<file path="src/hw/rtl/duplex_motor_frame_bridge_defines.svh">
// Assertion macros for the duplex motor frame bridge.
// Each macro expects clk and arst_n in scope.
`ifndef DUPLEX_MOTOR_FRAME_BRIDGE_DEFINES_SVH
`define DUPLEX_MOTOR_FRAME_BRIDGE_DEFINES_SVH

`ifndef SYNTHESIS

`define DMFB_ASSERT_HOLD(label, cond, msg) \
	label: assert property (@(posedge clk) disable iff (!arst_n) (cond)) \
		else $error(msg);

`define DMFB_ASSERT_IMPL(label, ante, cons, msg) \
	label: assert property (@(posedge clk) disable iff (!arst_n) (ante) |-> (cons)) \
		else $error(msg);

`define DMFB_ASSERT_NEXT(label, ante, cons, msg) \
	label: assert property (@(posedge clk) disable iff (!arst_n) (ante) |=> (cons)) \
		else $error(msg);

`else

`define DMFB_ASSERT_HOLD(label, cond, msg)

`define DMFB_ASSERT_IMPL(label, ante, cons, msg)

`define DMFB_ASSERT_NEXT(label, ante, cons, msg)

`endif

`endif

</file>
<file path="src/hw/rtl/dmfb_pkg.sv">
package dmfb_pkg;

	typedef logic [7:0] byte_t;

	localparam int FRAME_BYTES = 24;
	localparam logic [4:0] LAST_BYTE = 5'd23;
	localparam logic [4:0] FIRST_WORD_BYTE = 5'd2;
	localparam logic [4:0] FLAGS_BYTE = 5'd22;
	localparam int NUM_RX_WORDS = 5;
	localparam int NUM_FB_WORDS = 3;

	localparam logic OP_FEEDBACK = 1'b0;
	localparam logic OP_BYTE = 1'b1;

	localparam logic CFG_FEEDBACK_HEADER = 1'b0;
	localparam logic CFG_COMMAND_HEADER = 1'b1;

	localparam byte_t FEEDBACK_HEADER_RESET = 8'd165;
	localparam byte_t COMMAND_HEADER_RESET = 8'd90;

	localparam byte_t VALID_FLAG_SET = 8'h01;
	localparam byte_t VALID_FLAG_CLEAR = 8'h00;

endpackage

</file>
<file path="src/hw/rtl/duplex_motor_frame_bridge.sv">
// Full-duplex 24-byte frame bridge. Each accepted transaction is either a feedback update
// (op 0) or one frame byte exchange (op 1), and each yields exactly one result transaction.
// The block takes one transaction per clock cycle while in_stall is low; its result appears
// in the output register in the cycle after acceptance, and in_stall rises only while that
// register holds a result that out_stall is holding back. On frame byte 0 the outgoing frame
// (header, motor id, position, velocity, torque, eight zero bytes, valid flag, XOR checksum)
// is captured from the stored feedback; on the last byte the received references, flags and
// frame status are reported. Configuration writes take effect at the next transaction.
`include "duplex_motor_frame_bridge_defines.svh"

module duplex_motor_frame_bridge
	import dmfb_pkg::*;
(
	input  logic        clk,
	input  logic        arst_n,

	input  logic        cfg_we,
	input  logic        cfg_index,
	input  logic [7:0]  cfg_data,

	input  logic        in_valid,
	output logic        in_stall,
	input  logic        op,
	input  logic [7:0]  rx_byte,
	input  logic [7:0]  motor_id,
	input  logic [31:0] position_bits,
	input  logic [31:0] velocity_bits,
	input  logic [31:0] torque_bits,
	input  logic        is_parameter_reply,

	output logic        out_valid,
	input  logic        out_stall,
	output logic [7:0]  tx_byte,
	output logic        frame_end,
	output logic        frame_good,
	output logic        send_enable,
	output logic [31:0] position_ref,
	output logic [31:0] velocity_ref,
	output logic [31:0] stiffness_gain,
	output logic [31:0] damping_gain,
	output logic [31:0] feedforward_torque,
	output logic [7:0]  command_flags
);

	byte_t fb_header_q;
	byte_t cmd_header_q;

	logic [4:0] byte_pos_q;
	byte_t rx_parity_q;
	logic header_matched_q;
	logic [NUM_RX_WORDS-1:0][3:0][7:0] rx_words_q;
	byte_t rx_flags_q;
	logic [NUM_FB_WORDS-1:0][31:0] fb_words_q;
	byte_t fb_motor_q;
	logic valid_seen_q;
	logic [FRAME_BYTES-1:0][7:0] snap_q;

	logic out_valid_q;
	byte_t tx_byte_q;
	logic frame_end_q;
	logic frame_good_q;
	logic send_enable_q;
	logic [NUM_RX_WORDS-1:0][31:0] ref_words_q;
	byte_t flags_out_q;

	logic in_accept;
	logic byte_accept;
	logic [4:0] pos;
	logic first_byte;
	logic last_byte;
	logic [4:0] word_off;
	logic [FRAME_BYTES-1:0][7:0] frame_now;
	byte_t tx_parity;
	byte_t tx_now;
	byte_t rx_parity_now;
	logic header_now;
	logic good_now;

	assign in_stall = out_valid_q & out_stall;
	assign in_accept = in_valid & ~in_stall;
	assign byte_accept = in_accept & (op == OP_BYTE);

	assign pos = (byte_pos_q > LAST_BYTE) ? LAST_BYTE : byte_pos_q;
	assign first_byte = (pos == 5'd0);
	assign last_byte = (pos == LAST_BYTE);
	assign word_off = pos - FIRST_WORD_BYTE;

	always_comb begin
		frame_now = '0;
		frame_now[0] = fb_header_q;
		frame_now[1] = fb_motor_q;
		for (int w = 0; w < NUM_FB_WORDS; w++) begin
			for (int b = 0; b < 4; b++) begin
				frame_now[2 + 4 * w + b] = fb_words_q[w][8 * b +: 8];
			end
		end
		frame_now[FLAGS_BYTE] = valid_seen_q ? VALID_FLAG_SET : VALID_FLAG_CLEAR;
		tx_parity = '0;
		for (int i = 0; i < FRAME_BYTES - 1; i++) begin
			tx_parity = tx_parity ^ frame_now[i];
		end
		frame_now[LAST_BYTE] = tx_parity;
	end

	assign tx_now = first_byte ? fb_header_q : snap_q[pos];
	assign rx_parity_now = first_byte ? 8'd0 : rx_parity_q;
	assign header_now = first_byte ? (rx_byte == cmd_header_q) : header_matched_q;
	assign good_now = header_now & (rx_byte == rx_parity_now);

	always_ff @(posedge clk or negedge arst_n) begin
		if (!arst_n) begin
			fb_header_q <= FEEDBACK_HEADER_RESET;
			cmd_header_q <= COMMAND_HEADER_RESET;
		end else if (cfg_we) begin
			case (cfg_index)
				CFG_FEEDBACK_HEADER: fb_header_q <= cfg_data;
				CFG_COMMAND_HEADER:  cmd_header_q <= cfg_data;
				default:             fb_header_q <= fb_header_q;
			endcase
		end
	end

	always_ff @(posedge clk or negedge arst_n) begin
		if (!arst_n) begin
			byte_pos_q <= '0;
			rx_parity_q <= '0;
			header_matched_q <= 1'b0;
			rx_words_q <= '0;
			rx_flags_q <= '0;
			fb_words_q <= '0;
			fb_motor_q <= '0;
			valid_seen_q <= 1'b0;
		end else if (in_accept) begin
			if (op == OP_FEEDBACK) begin
				fb_motor_q <= motor_id;
				fb_words_q[0] <= position_bits;
				fb_words_q[1] <= velocity_bits;
				fb_words_q[2] <= torque_bits;
				if (!is_parameter_reply) begin
					valid_seen_q <= 1'b1;
				end
			end else if (last_byte) begin
				byte_pos_q <= '0;
			end else begin
				rx_parity_q <= rx_parity_now ^ rx_byte;
				header_matched_q <= header_now;
				if (pos >= FIRST_WORD_BYTE && pos < FLAGS_BYTE) begin
					rx_words_q[word_off[4:2]][word_off[1:0]] <= rx_byte;
				end else if (pos == FLAGS_BYTE) begin
					rx_flags_q <= rx_byte;
				end
				byte_pos_q <= pos + 5'd1;
			end
		end
	end

	always_ff @(posedge clk) begin
		if (byte_accept && first_byte) begin
			snap_q <= frame_now;
		end
	end

	always_ff @(posedge clk or negedge arst_n) begin
		if (!arst_n) begin
			out_valid_q <= 1'b0;
		end else if (in_accept) begin
			out_valid_q <= 1'b1;
		end else if (!out_stall) begin
			out_valid_q <= 1'b0;
		end
	end

	always_ff @(posedge clk) begin
		if (in_accept) begin
			tx_byte_q <= '0;
			frame_end_q <= 1'b0;
			frame_good_q <= 1'b0;
			send_enable_q <= 1'b0;
			ref_words_q <= '0;
			flags_out_q <= '0;
			if (op == OP_BYTE) begin
				tx_byte_q <= tx_now;
				if (last_byte) begin
					frame_end_q <= 1'b1;
					frame_good_q <= good_now;
					send_enable_q <= good_now & rx_flags_q[0];
					ref_words_q <= rx_words_q;
					flags_out_q <= rx_flags_q;
				end
			end
		end
	end

	assign out_valid = out_valid_q;
	assign tx_byte = tx_byte_q;
	assign frame_end = frame_end_q;
	assign frame_good = frame_good_q;
	assign send_enable = send_enable_q;
	assign position_ref = ref_words_q[0];
	assign velocity_ref = ref_words_q[1];
	assign stiffness_gain = ref_words_q[2];
	assign damping_gain = ref_words_q[3];
	assign feedforward_torque = ref_words_q[4];
	assign command_flags = flags_out_q;

	`DMFB_ASSERT_HOLD(a_pos_in_frame, byte_pos_q <= LAST_BYTE, "byte position past frame end")
	`DMFB_ASSERT_NEXT(a_wrap_at_end, byte_accept && last_byte, byte_pos_q == 5'd0, "frame did not restart")
	`DMFB_ASSERT_IMPL(a_good_at_end, out_valid && frame_good, frame_end, "frame_good outside frame end")
	`DMFB_ASSERT_IMPL(a_send_needs_good, out_valid && send_enable, frame_good && command_flags[0], "send_enable without good frame")
	`DMFB_ASSERT_NEXT(a_result_follows, in_accept, out_valid, "accepted transaction gave no result")

endmodule
</file>
<file path="config.mk">
export PLATFORM = sky130hd
export DESIGN_NAME = duplex_motor_frame_bridge
export DESIGN_NICKNAME = d
export VERILOG_FILES = /design/src/hw/rtl/dmfb_pkg.sv /design/src/hw/rtl/duplex_motor_frame_bridge.sv
export VERILOG_INCLUDE_DIRS = /design/src /design/src/hw/rtl
export SDC_FILE = /design/constraint.sdc
export NUM_CORES = 1
export LEC_CHECK = 0
export ABC_AREA = 1
export BUFFER_PORTS_ARGS = -buffer_cell sky130_fd_sc_hd__buf_4
export CORE_MARGIN = 3
export CORE_UTILIZATION = 30
export DETAILED_ROUTE_END_ITERATION = 10
export GPL_TIMING_DRIVEN = 0
export PLACE_DENSITY = 0.57
export REMOVE_ABC_BUFFERS = 1
export SYNTH_ARGS = -nofsm -noshare
export SYNTH_HDL_FRONTEND = slang
export SYNTH_SLANG_ARGS = --single-unit
</file>
<file path="constraint.sdc">
create_clock -name clk -period 11.2 [get_ports clk]
set_clock_uncertainty 0.2 [all_clocks]
set_input_delay 0.56 -clock clk [delete_from_list [all_inputs] [get_ports clk]]
set_output_delay 0.56 -clock clk [all_outputs]
set_load 0.03 [all_outputs]
</file>
==> flow_metrics.py, run 1 <==
metrics = {
    "hold_path": {
        "min-delay-start": "cfg_data[5]",
        "holdCritPathClass": "in -> reg",
    },
    "placement": {
        "place.gp.congestion": 0.767,
        "placed_cells": 3461,
        "io_buffers": 308,
        "dp_hpwl_um": 40700,
        "place_ws_ns": 5.07,
    },
    "detailed_routing": {
        "wire_per_inst_um": 16.9,
        "drtIter0Drc": 787,
        "drc": 0,
        "avgViaCountPerCell": 4.31,
        "postRouteAntennaNets": 0,
        "vias": 16000,
        "drt-pass1-iter-count": 5,
        "finalWirelength_um": 62400,
    },
    "setup_path": {
        "crit-reg2reg-launch": "byte_pos_q[0]$_DFFE_PN0P_",
        "critical_path_required_ns": 11.33,
        "crit_arrival_ns": 6.06,
        "crit_start": "byte_pos_q[0]$_DFFE_PN0P_",
        "crit_type": "reg -> reg",
        "r2r-end": "send_enable$_SDFFCE_PN0P_",
        "critPathLaunchType": "flip-flop",
        "end_kind": "flip-flop",
        "path_common_cell": "nand3_1",
        "worstPathCellList": "inv_2, nand2_4, inv_2, ha_1, nand3_1, clkinv_1, nand3_1, a21oi_1, nand3_1, nor2_1",
        "endpoint": "send_enable$_SDFFCE_PN0P_",
        "cpPeakStageDelay_ns": 1.19,
        "r2r_cells": 10,
        "cp_slowest_cell": "dfrtp_1",
        "reg2reg_setup_slack_ns": 5.27,
        "critical_path_peak_fanout": 71,
    },
    "sta": {
        "fmax_mhz": 169,
        "final.min_clock_period_ns": 5.93,
        "fin_tns_setup_ns": 0,
        "slew_violations": 0,
        "tightest_slew_ns": 1.32,
        "hold_viol": 0,
        "min_period_over_period": 0.529,
        "slew-limit-headroom": 0.115,
        "rsz0062_at_grt": "false",
        "worst_slack_ns": 5.27,
        "setup_violations": 0,
    },
    "clocking": {
        "cts_sinks": 604,
        "cts_max_path_buffers": 3,
        "clk-insertion-delay-late_ns": 0.60,
        "cts.reportedPaths.clkPinSlew_ns": 0.06,
        "root_buffer": "clkbuf_16",
        "numCtsBuffers": 69,
        "htreeDepth": 3,
        "tritoncts": "built",
        "cts_setup_buffers": 0,
    },
    "synthesis": {
        "yosys_warnings": 0,
        "synthDistinctLibCells": 35,
        "yosysSeqAreaShare": 0.674,
        "avgSynthCellArea_um2": 11.4,
        "ys_ff_latch": 604,
        "syn_inst": 2171,
        "synth_area_um2": 24700,
    },
    "final_layout": {
        "n_fill_cell": 7846,
        "drive_above_1_share": 0.221,
        "fin_cells": 3700,
        "syn2layout_area_growth_pct": 27.9,
        "nNetsFinal": 2716,
    },
    "global_route": {
        "grt_overflow": 0,
        "grt.total_usage": 0.146,
        "grt_pass1_vias": 16100,
        "grt_max_degree": 122,
        "grt_antenna_before_repair": 3,
        "grt_pass1_wl_um": 95900,
    },
    "job": {
        "drv_cap": 0,
    },
    "power": {
        "finalPower_w": 0.00675,
        "power_density_nw_per_um2": 214,
        "p_leak_nw": 13.2,
        "ir_drop_uv": 113,
    },
    "floorplan": {
        "dieArea_um2": 85700,
        "initial_utilization": 0.304,
        "row_count": 104,
        "core-area_um2": 81100,
        "dieWidth_um": 293,
        "die_y_um": 293,
        "boundaryPins": 309,
    },
    "outcome": {
        "run_status": "completed",
    },
}
## worst min-delay path by stage
stage / to / slack, ns / depth (start not counted)
6_report: fb_header_q[5]$_DFFE_PN1P_ / 0.04 / 3
5_1_grt: fb_words_q[37]$_DFFE_PN0P_ / 0.02 / 2
4_1_cts: fb_words_q[37]$_DFFE_PN0P_ / 0.0006 / 2
3_5_place_dp: fb_words_q[95]$_DFFE_PN0P_ / 0.16 / 1
3_3_place_gp: rx_words_q[136]$_DFFE_PN0P_ / 0.27 / 2
2_1_floorplan: byte_pos_q[0]$_DFFE_PN0P_ / 0.06 / 0
## critical path: cells and delay by family, from the launching register on
kind | cells | cell delay [ns]
AOI/OAI and AO/OA | 1 | 0.11
DFF | 1 | 1.19
buffers and inverters | 3 | 1.59
and+or+nand+nor | 5 | 2.23
adders and majority gates | 1 | 0.28
## area by class of cell
| class | instances | area [µm²] | share of cell area |
|---|---|---|---|
| clock inverter | 31 | 285 | 0.00904 |
| sequential | 604 | 16600 | 0.527 |
| multi-input combinational | 1187 | 6540 | 0.207 |
| clock buffer | 97 | 1920 | 0.0610 |
| inverter | 287 | 1080 | 0.0343 |
| antenna | 2 | 5.00 | 0.000159 |
| tap | 1060 | 1330 | 0.0420 |
| timing repair buffer | 432 | 3760 | 0.119 |
## cell usage in the layout, fill, tap and decap left out, types with 2 or more instances in the layout
| master | instances |
|---|---|
| clkinv_1 | 9 |
| o22ai_1 | 2 |
| nor2_2 | 3 |
| o21ai_1 | 142 |
| a21oi_1 | 20 |
| o21ai_0 | 61 |
| nor3_4 | 2 |
| clkinv_2 | 11 |
| buf_12 | 7 |
| clkinvlp_4 | 2 |
| edfxtp_1 | 300 |
| nand2_2 | 21 |
| dfstp_2 | 8 |
| clkbuf_1 | 21 |
| bufinv_16 | 2 |
| xor2_1 | 46 |
| nand2_1 | 394 |
| inv_1 | 279 |
| clkbuf_16 | 71 |
| nand3b_1 | 8 |
| mux2_2 | 105 |
| nor2_4 | 7 |
| nand2_4 | 4 |
| clkbuf_8 | 5 |
| buf_4 | 307 |
| ha_1 | 7 |
| xnor2_1 | 75 |
| diode_2 | 2 |
| inv_2 | 5 |
| o211ai_1 | 8 |
| inv_6 | 3 |
| nand3_1 | 48 |
| dlygate4sd3_1 | 108 |
| dfrtp_1 | 296 |
| clkinv_8 | 2 |
| buf_16 | 7 |
| buf_8 | 2 |
| clkinv_4 | 2 |
| nor2_1 | 228 |
## power by group
| part | total (W) | leakage, nW | internal, W | switching [W] |
|---|---|---|---|---|
| sequential | 0.00301 | 6.71 | 0.00277 | 0.000244 |
| clock | 0.00218 | 1.08 | 0.00126 | 0.000915 |
| combinational | 0.00156 | 5.43 | 0.000621 | 0.000938 |
| total | 0.00675 | 13.2 | 0.00465 | 0.00210 |
## flip-flops by register name, summed over array words and instances (netlist names), 5 cells and up
signal / count
velocity_ref: 32
command_flags: 8
rx_flags_q: 8
stiffness_gain: 32
snap_q: 121
cmd_header_q: 8
fb_words_q: 96
fb_motor_q: 8
rx_parity_q: 8
tx_byte: 8
position_ref: 32
damping_gain: 32
byte_pos_q: 5
fb_header_q: 8
feedforward_torque: 32
rx_words_q: 160
## stage by stage
stage	hold WS [ns]	utilization	area, µm²
3_3_place_gp	0.267	0.344	27900
6_report	0.0365	0.389	31600
3_5_place_dp	0.164	0.348	28200
2_1_floorplan	0.0644	-	24200
4_1_cts	0.000602	0.389	31500
5_1_grt	0.0175	0.389	31600
## cell usage after synthesis
cell type	count	area, µm²
nand2_1	395	1480
dfstp_2	8	210
nor2_4	5	56.3
o21bai_1	1	7.51
clkbuf_1	38	143
dfrtp_1	296	7410
edfxtp_1	300	9010
nand2_4	3	33.8
xor2_1	46	403
o21ai_1	142	711
o21ai_0	61	305
buf_1	13	48.8
nor3_4	2	32.5
a41oi_1	1	8.76
nand4_4	1	21.3
o211ai_1	8	60.1
o22ai_1	2	12.5
nand2_2	21	131
xnor2_1	75	657
a31oi_1	1	6.26
inv_2	5	18.8
nor3_2	1	10.0
a21oi_1	20	100
buf_4	1	7.51
nor2_2	3	18.8
buf_2	33	165
ha_1	7	87.6
xor2_4	1	27.5
nor2_1	230	863
buf_6	8	90.1
mux2_2	105	1180
nand3_1	48	240
inv_1	280	1050
nand3b_1	8	60.1
clkinv_1	2	7.51
## logic make-up after synthesis
group | after synthesis | share of synthesized area
xor+xnor | 122 | 0.0441
buf+inv | 380 | 0.0621
mux | 105 | 0.0479
fa+ha+maj | 7 | 0.00355
simple gates | 717 | 0.120
compound gates | 236 | 0.0491
flops | 604 | 0.674
## per-layer routing
layer / vias to the layer above / share of wire / wire, µm / global-route usage
met5: - / 0.00018 / 11 / 0
met4: 2 / 0.028 / 1720 / 0.0476
met3: 99 / 0.062 / 3860 / 0.0327
met2: 439 / 0.47 / 29100 / 0.241
met1: 7595 / 0.44 / 27700 / 0.191
li1: 7820 / - / - / -
## repair_timing
| action | CTS | global route |
|---|---|---|
| hold endpoints to repair | 333 | 0 |
| gates resized for setup | 0 | 0 |
| hold buffers | 108 | 0 |
Power figures use the tool's default switching activity.
==> run 2: changes to the inputs <==
- ABC_AREA: 1 -> 0
- clock period: 11.2 -> 5 ns (I/O delays scaled with it)
==> flow_metrics.py, run 2 <==
metrics = {
    "sta": {
        "setup_violations": 0,
        "hold_viol": 0,
        "final.min_clock_period_ns": 4.79,
        "slew-limit-headroom": 0.0987,
        "slew_violations": 0,
        "fin_hold_ws_ns": 0.0371,
        "min_period_over_period": 0.959,
        "fmax_mhz": 209,
        "tightest_slew_ns": 1.35,
        "fin_tns_setup_ns": 0,
    },
    "synthesis": {
        "ys_ff_latch": 604,
        "synth-adder-area-share": 0.00357,
        "synth_top_family_by_area": "multiplexers",
        "synth_area_leaders": "edfxtp_1 (37%), dfrtp_1 (30%), mux2_2 (14%)",
        "synth-edff-count": 300,
        "ys.flop_type": "edfxtp_1",
        "yosysSeqAreaShare": 0.678,
        "synthXorXnorAreaFrac": 0.0425,
        "synth_commonest_cells": "edfxtp_1 (300), dfrtp_1 (296), mux2_2 (295), and2_1 (170), xnor2_1 (109)",
        "avgSynthCellArea_um2": 15.3,
        "yosys_warnings": 0,
        "synthDistinctLibCells": 50,
        "synth.mux.area_fraction": 0.145,
        "synth_top_area_frac": 0.368,
        "synthSimpleGateAreaFrac": 0.0756,
        "synth_area_um2": 24500,
        "syn_inst": 1603,
        "async_reset_ff_frac": 0.503,
        "yosysTopAreaCell": "edfxtp_1",
        "yosysMostFrequentCell": "edfxtp_1",
        "synth_compound_area_frac": 0.0372,
    },
    "setup_path": {
        "critical_path_peak_fanout": 33,
        "crit_arrival_ns": 4.94,
        "crit_start": "byte_pos_q[4]$_DFFE_PN0P_",
        "crit-reg2reg-launch": "byte_pos_q[4]$_DFFE_PN0P_",
        "end_kind": "flip-flop",
        "critical_path_required_ns": 5.14,
        "crit_type": "reg -> reg",
        "critPathLaunchType": "flip-flop",
    },
    "final_layout": {
        "largest_register": "rx_words_q",
        "multi_input_area_um2": 7500,
        "top_regs": "rx_words_q x160, snap_q x121, fb_words_q x96",
        "drive_above_1_share": 0.367,
        "final_common_cell": "buf_4",
        "regArea_um2": 16600,
        "largest_reg_flops": 160,
        "syn2layout_area_growth_pct": 29.2,
        "layout_common_cells": "buf_4 (307), edfxtp_1 (300), mux2_2 (295), dfrtp_1 (295), and2_1 (170)",
        "n_fill_cell": 7555,
        "nNetsFinal": 2161,
    },
    "floorplan": {
        "die_y_um": 292,
        "dieWidth_um": 292,
        "row_count": 104,
        "boundaryPins": 309,
        "core-area_um2": 80700,
        "initial_utilization": 0.304,
        "dieArea_um2": 85200,
    },
    "global_route": {
        "grt_util_met1": 0.190,
        "grt.total_usage": 0.145,
        "grt_overflow": 0,
        "grt_antenna_before_repair": 10,
        "use_met2": 0.241,
        "grtUsageMet3": 0.0364,
        "grt_max_degree": 112,
        "grt-busiest-layer": "met2",
        "grt_pass1_vias": 15300,
        "grt_pass1_wl_um": 94600,
    },
    "detailed_routing": {
        "postRouteAntennaNets": 0,
        "drtIter0Drc": 727,
        "wire_per_inst_um": 19.8,
        "drc": 0,
        "drt-pass1-iter-count": 5,
        "vias": 14400,
        "finalWirelength_um": 62200,
        "avgViaCountPerCell": 4.57,
    },
    "clocking": {
        "numCtsBuffers": 70,
        "htreeDepth": 3,
        "cts_max_path_buffers": 3,
        "cts_setup_buffers": 0,
        "root_buffer": "clkbuf_16",
        "cts.reportedPaths.clkPinSlew_ns": 0.06,
        "tritoncts": "built",
        "clk-insertion-delay-late_ns": 0.60,
        "cts_sinks": 604,
    },
    "hold_path": {
        "min-delay-start": "rx_byte[3]",
        "holdCritPathClass": "in -> reg",
    },
    "outcome": {
        "run_status": "completed",
    },
    "job": {
        "drv_cap": 0,
    },
    "power": {
        "power_density_nw_per_um2": 478,
        "finalPower_w": 0.0151,
        "p_leak_nw": 12.9,
        "ir_drop_uv": 237,
    },
    "placement": {
        "place.gp.congestion": 0.716,
        "dp_hpwl_um": 39800,
        "io_buffers": 308,
    },
}
[run 2: cell types whose count changed after synthesis, moves of 21 or more]
| cell | before | now |
|---|---|---|
| xnor2_1 | 75 | 109 |
| a21oi_1 | 20 | 46 |
| nand2_2 | 21 | 0 |
| clkbuf_1 | 38 | 64 |
| o21ai_0 | 61 | 24 |
| xor2_1 | 46 | 10 |
| a22oi_1 | 0 | 23 |
| nand2_1 | 395 | 38 |
| nor2_1 | 230 | 8 |
| o21ai_1 | 142 | 0 |
| mux2_2 | 105 | 295 |
| inv_1 | 280 | 8 |
| and2_1 | 0 | 170 |
[run 2: area by class of cell]
cell class,instances,area share
Timing Repair Buffer,447,0.123
Inverter,9,0.00146
Multi-Input combinational cell,894,0.237
Antenna cell,7,0.000553
Tap cell,1060,0.0419
Sequential cell,604,0.525
Clock buffer,105,0.0667
Clock inverter,25,0.00490
[run 2: worst max-delay path: stages, from the launching register on]
cell and delay [ns]:
dfrtp_1 0.94, a21o_1 0.83, clkinv_4 0.49, ha_1 0.39
or4b_2 0.79, nor2_4 0.24, buf_16 0.24, buf_12 0.17
buf_16 0.18
[run 2: logic make-up after synthesis]
kind of cell | after synthesis
adders and majority gates | 7
and+or+nand+nor | 312
AOI/OAI and AO/OA | 141
buffers and inverters | 107
muxes | 313
xor gates and xnor gates | 119
DFF | 604
[run 2: final timing paths]
check	to	slack (ns)	cells past startpoint
setup reg to reg	snap_q[111]$_DFFE_PP_	0.21	8
setup / recovery	snap_q[111]$_DFFE_PP_	0.21	8
hold reg to reg	snap_q[56]$_DFFE_PP_	0.29	0
min in group asynchronous	fb_words_q[85]$_DFFE_PN0P_	0.12	2
max in group asynchronous	rx_words_q[22]$_DFFE_PN0P_	3.38	3
hold / removal	rx_parity_q[3]$_DFFE_PN0P_	0.04	3
[run 2: repair_timing]
| action | in CTS | in global routing |
|---|---|---|
| hold buffers | 126 | 0 |
| endpoints found under the setup margin | 188 | 24 |
| gates resized for setup | 3 | 0 |
| pin swaps | 0 | 1 |
| cloned | 1 | 1 |
| hold endpoints to repair | 235 | 0 |
[run 2: where the power goes]
group	switching (W)	internal, W	leakage, nW
clock network	0.00203	0.00294	1.11
registers	0.000594	0.00616	6.71
logic	0.00179	0.00161	5.05
total	0.00441	0.0107	12.9
[run 2: per-stage QoR]
stage / instances / util / cell area [µm²] / setup slack [ns]
after global routing: 3147 / 0.392 / 31700 / -0.0000626
after global placement: 2873 / 0.344 / 27700 / -7.78
after floorplan: 1505 / - / 24100 / -3.64
after CTS: 3143 / 0.392 / 31600 / 0.0214
after detailed placement: 2886 / 0.348 / 28100 / -1.22
final: 3151 / 0.392 / 31700 / 0.207
[run 2: layer usage]
layer  wire length, µm  part of all wire
met1             27700              0.45
met2             29400              0.47
met3              3870             0.062
met4              1210             0.019
met5                38           0.00061
==> run 3: changes to the inputs <==
- PLACE_DENSITY: 0.57 -> unset
==> flow_metrics.py, run 3 (synthesis results as in run 2) <==
metrics = {
    "power": {
        "p_seq_frac": 0.437,
        "p_leak_nw": 13.0,
        "pwr-share-clk": 0.346,
        "p_comb_frac": 0.217,
        "ir_drop_uv": 249,
        "finalPower_w": 0.0154,
        "power_density_nw_per_um2": 485,
        "power_switching_w": 0.00441,
        "p_int_w": 0.0110,
        "p_sw_frac": 0.286,
    },
    "final_layout": {
        "final_core_util": 0.395,
        "drive_above_1_share": 0.370,
        "largest_reg_flops": 160,
        "syn2layout_area_growth_pct": 29.9,
        "nNetsFinal": 2159,
        "layout_common_cells": "buf_4 (308), edfxtp_1 (300), mux2_2 (295), dfrtp_1 (295), and2_1 (170)",
        "largest_register": "rx_words_q",
        "top_regs": "rx_words_q x160, snap_q x121, fb_words_q x96",
        "final_common_cell": "buf_4",
        "fin_area_um2": 31800,
    },
    "global_route": {
        "grt_max_degree": 117,
        "grt.total_usage": 0.145,
        "grt_pass1_wl_um": 94300,
        "grt_overflow": 0,
        "grt_pass1_vias": 15400,
        "grt_antenna_before_repair": 6,
    },
    "floorplan": {
        "dieWidth_um": 292,
        "boundaryPins": 309,
        "row_count": 104,
        "initial_utilization": 0.304,
        "dieArea_um2": 85200,
        "core-area_um2": 80700,
        "die_y_um": 292,
    },
    "setup_path": {
        "end_kind": "flip-flop",
        "crit_type": "reg -> reg",
        "critical_path_peak_fanout": 28,
        "crit_arrival_ns": 4.97,
        "crit_buf_inv": 1,
        "cp_slowest_cell": "a21oi_4",
        "worstPathCellList": "a21oi_4, inv_1, ha_1, o21a_4, o21ai_4, nand4_1, or3_1, mux2_2",
        "critPathLaunchType": "flip-flop",
        "cpPeakStageDelay_ns": 0.93,
        "cp_top_family": "compound AO/OA/AOI/OAI gates",
        "critical_path_required_ns": 5.28,
    },
    "detailed_routing": {
        "finalWirelength_um": 61300,
        "vias": 14300,
        "drtIter0Drc": 698,
        "wire_per_inst_um": 19.5,
        "avgViaCountPerCell": 4.56,
        "drt-pass1-iter-count": 5,
        "postRouteAntennaNets": 0,
        "drc": 0,
    },
    "clocking": {
        "cts.reportedPaths.clkPinSlew_ns": 0.06,
        "cts_sinks": 604,
        "clk-insertion-delay-late_ns": 0.60,
        "root_buffer": "clkbuf_16",
        "tritoncts": "built",
        "htreeDepth": 3,
        "cts_max_path_buffers": 3,
        "numCtsBuffers": 70,
    },
    "sta": {
        "fin_tns_setup_ns": 0,
        "hold_viol": 0,
        "worst_slack_ns": 0.319,
        "slew_violations": 0,
        "final.min_clock_period_ns": 4.68,
        "min_period_over_period": 0.936,
        "fmax_mhz": 214,
        "slew-limit-headroom": 0.215,
        "rsz0062_at_grt": "false",
        "tightest_slew_ns": 1.18,
        "setup_violations": 0,
    },
    "job": {
        "drv_cap": 0,
    },
    "placement": {
        "dp_hpwl_um": 39600,
        "post_dp_cell_area_um2": 28100,
        "place.gp.congestion": 0.724,
        "place_ws_ns": -1.23,
        "io_buffers": 308,
    },
    "hold_path": {
        "holdCritPathClass": "in -> async",
    },
    "outcome": {
        "run_status": "completed",
    },
}
[run 3: cell types whose count changed in the layout (fill, tap and decap cells not counted), moves of 3 or more]
cell       before  now
bufinv_16       0    8
clkbuf_1       19   11
inv_6           6    2
clkinv_4        3    6
diode_2         7    4
[run 3: timing repair]
item,4_1_cts,5_1_grt
gates resized for setup,3,0
hold endpoints to repair,232,0
setup endpoints to repair,196,23
buffers inserted,0,1
hold buffers,124,0
pin swaps,0,1
[run 3: power by group through the flow]
stage | registers [W] | logic, W | clock network, W
finish | 0.00675 | 0.00335 | 0.00534
global route | 0.00687 | 0.00366 | 0.00573
CTS | 0.00675 | 0.00340 | 0.00551
detailed placement | 0.00685 | 0.00330 | 0
global placement | 0.00687 | 0.00316 | 0
floorplan | 0.00683 | 0.00212 | 0
[run 3: final timing paths]
check | endpoint | from | cells after the start | slack (ns)
worst max-delay path | rx_words_q[118]$_DFFE_PN0P_ | byte_pos_q[1]$_DFFE_PN0P_ | 8 | 0.32
worst min register to register | snap_q[87]$_DFFE_PP_ | fb_words_q[71]$_DFFE_PN0P_ | 0 | 0.28
min in group clk | rx_parity_q[3]$_DFFE_PN0P_ | rx_byte[3] | 3 | 0.03
worst min-delay path | fb_words_q[77]$_DFFE_PN0P_ | arst_n | 2 | 0.01
max in group asynchronous | rx_words_q[144]$_DFFE_PN0P_ | arst_n | 4 | 3.10
worst max register to register | rx_words_q[118]$_DFFE_PN0P_ | byte_pos_q[1]$_DFFE_PN0P_ | 8 | 0.32
[run 3: final cells by class]
type,count,area (µm²)
fillers,7517,48800
inverters,9,46.3
clock inverters,36,454
flip-flops and latches,604,16600
well taps,1060,1330
diodes,4,10.0
clock buffers,93,2000
multi-input cells,892,7480
repair buffers,447,3900
[run 3: through the flow]
stage               hold WS, ns  std cells
floorplan                -0.246       1505
global placement          0.234       2873
detailed placement       0.0817       2887
CTS                     0.00250       3140
global route             0.0353       3143
finish                   0.0131       3145
[run 3: layer usage]
metal	vias to the layer above	wire [µm]	track usage
li1	6621	-	-
met1	7236	26600	0.188
met2	390	29600	0.243
met3	93	3590	0.0326
met4	4	1340	0.0424
met5	-	34	0
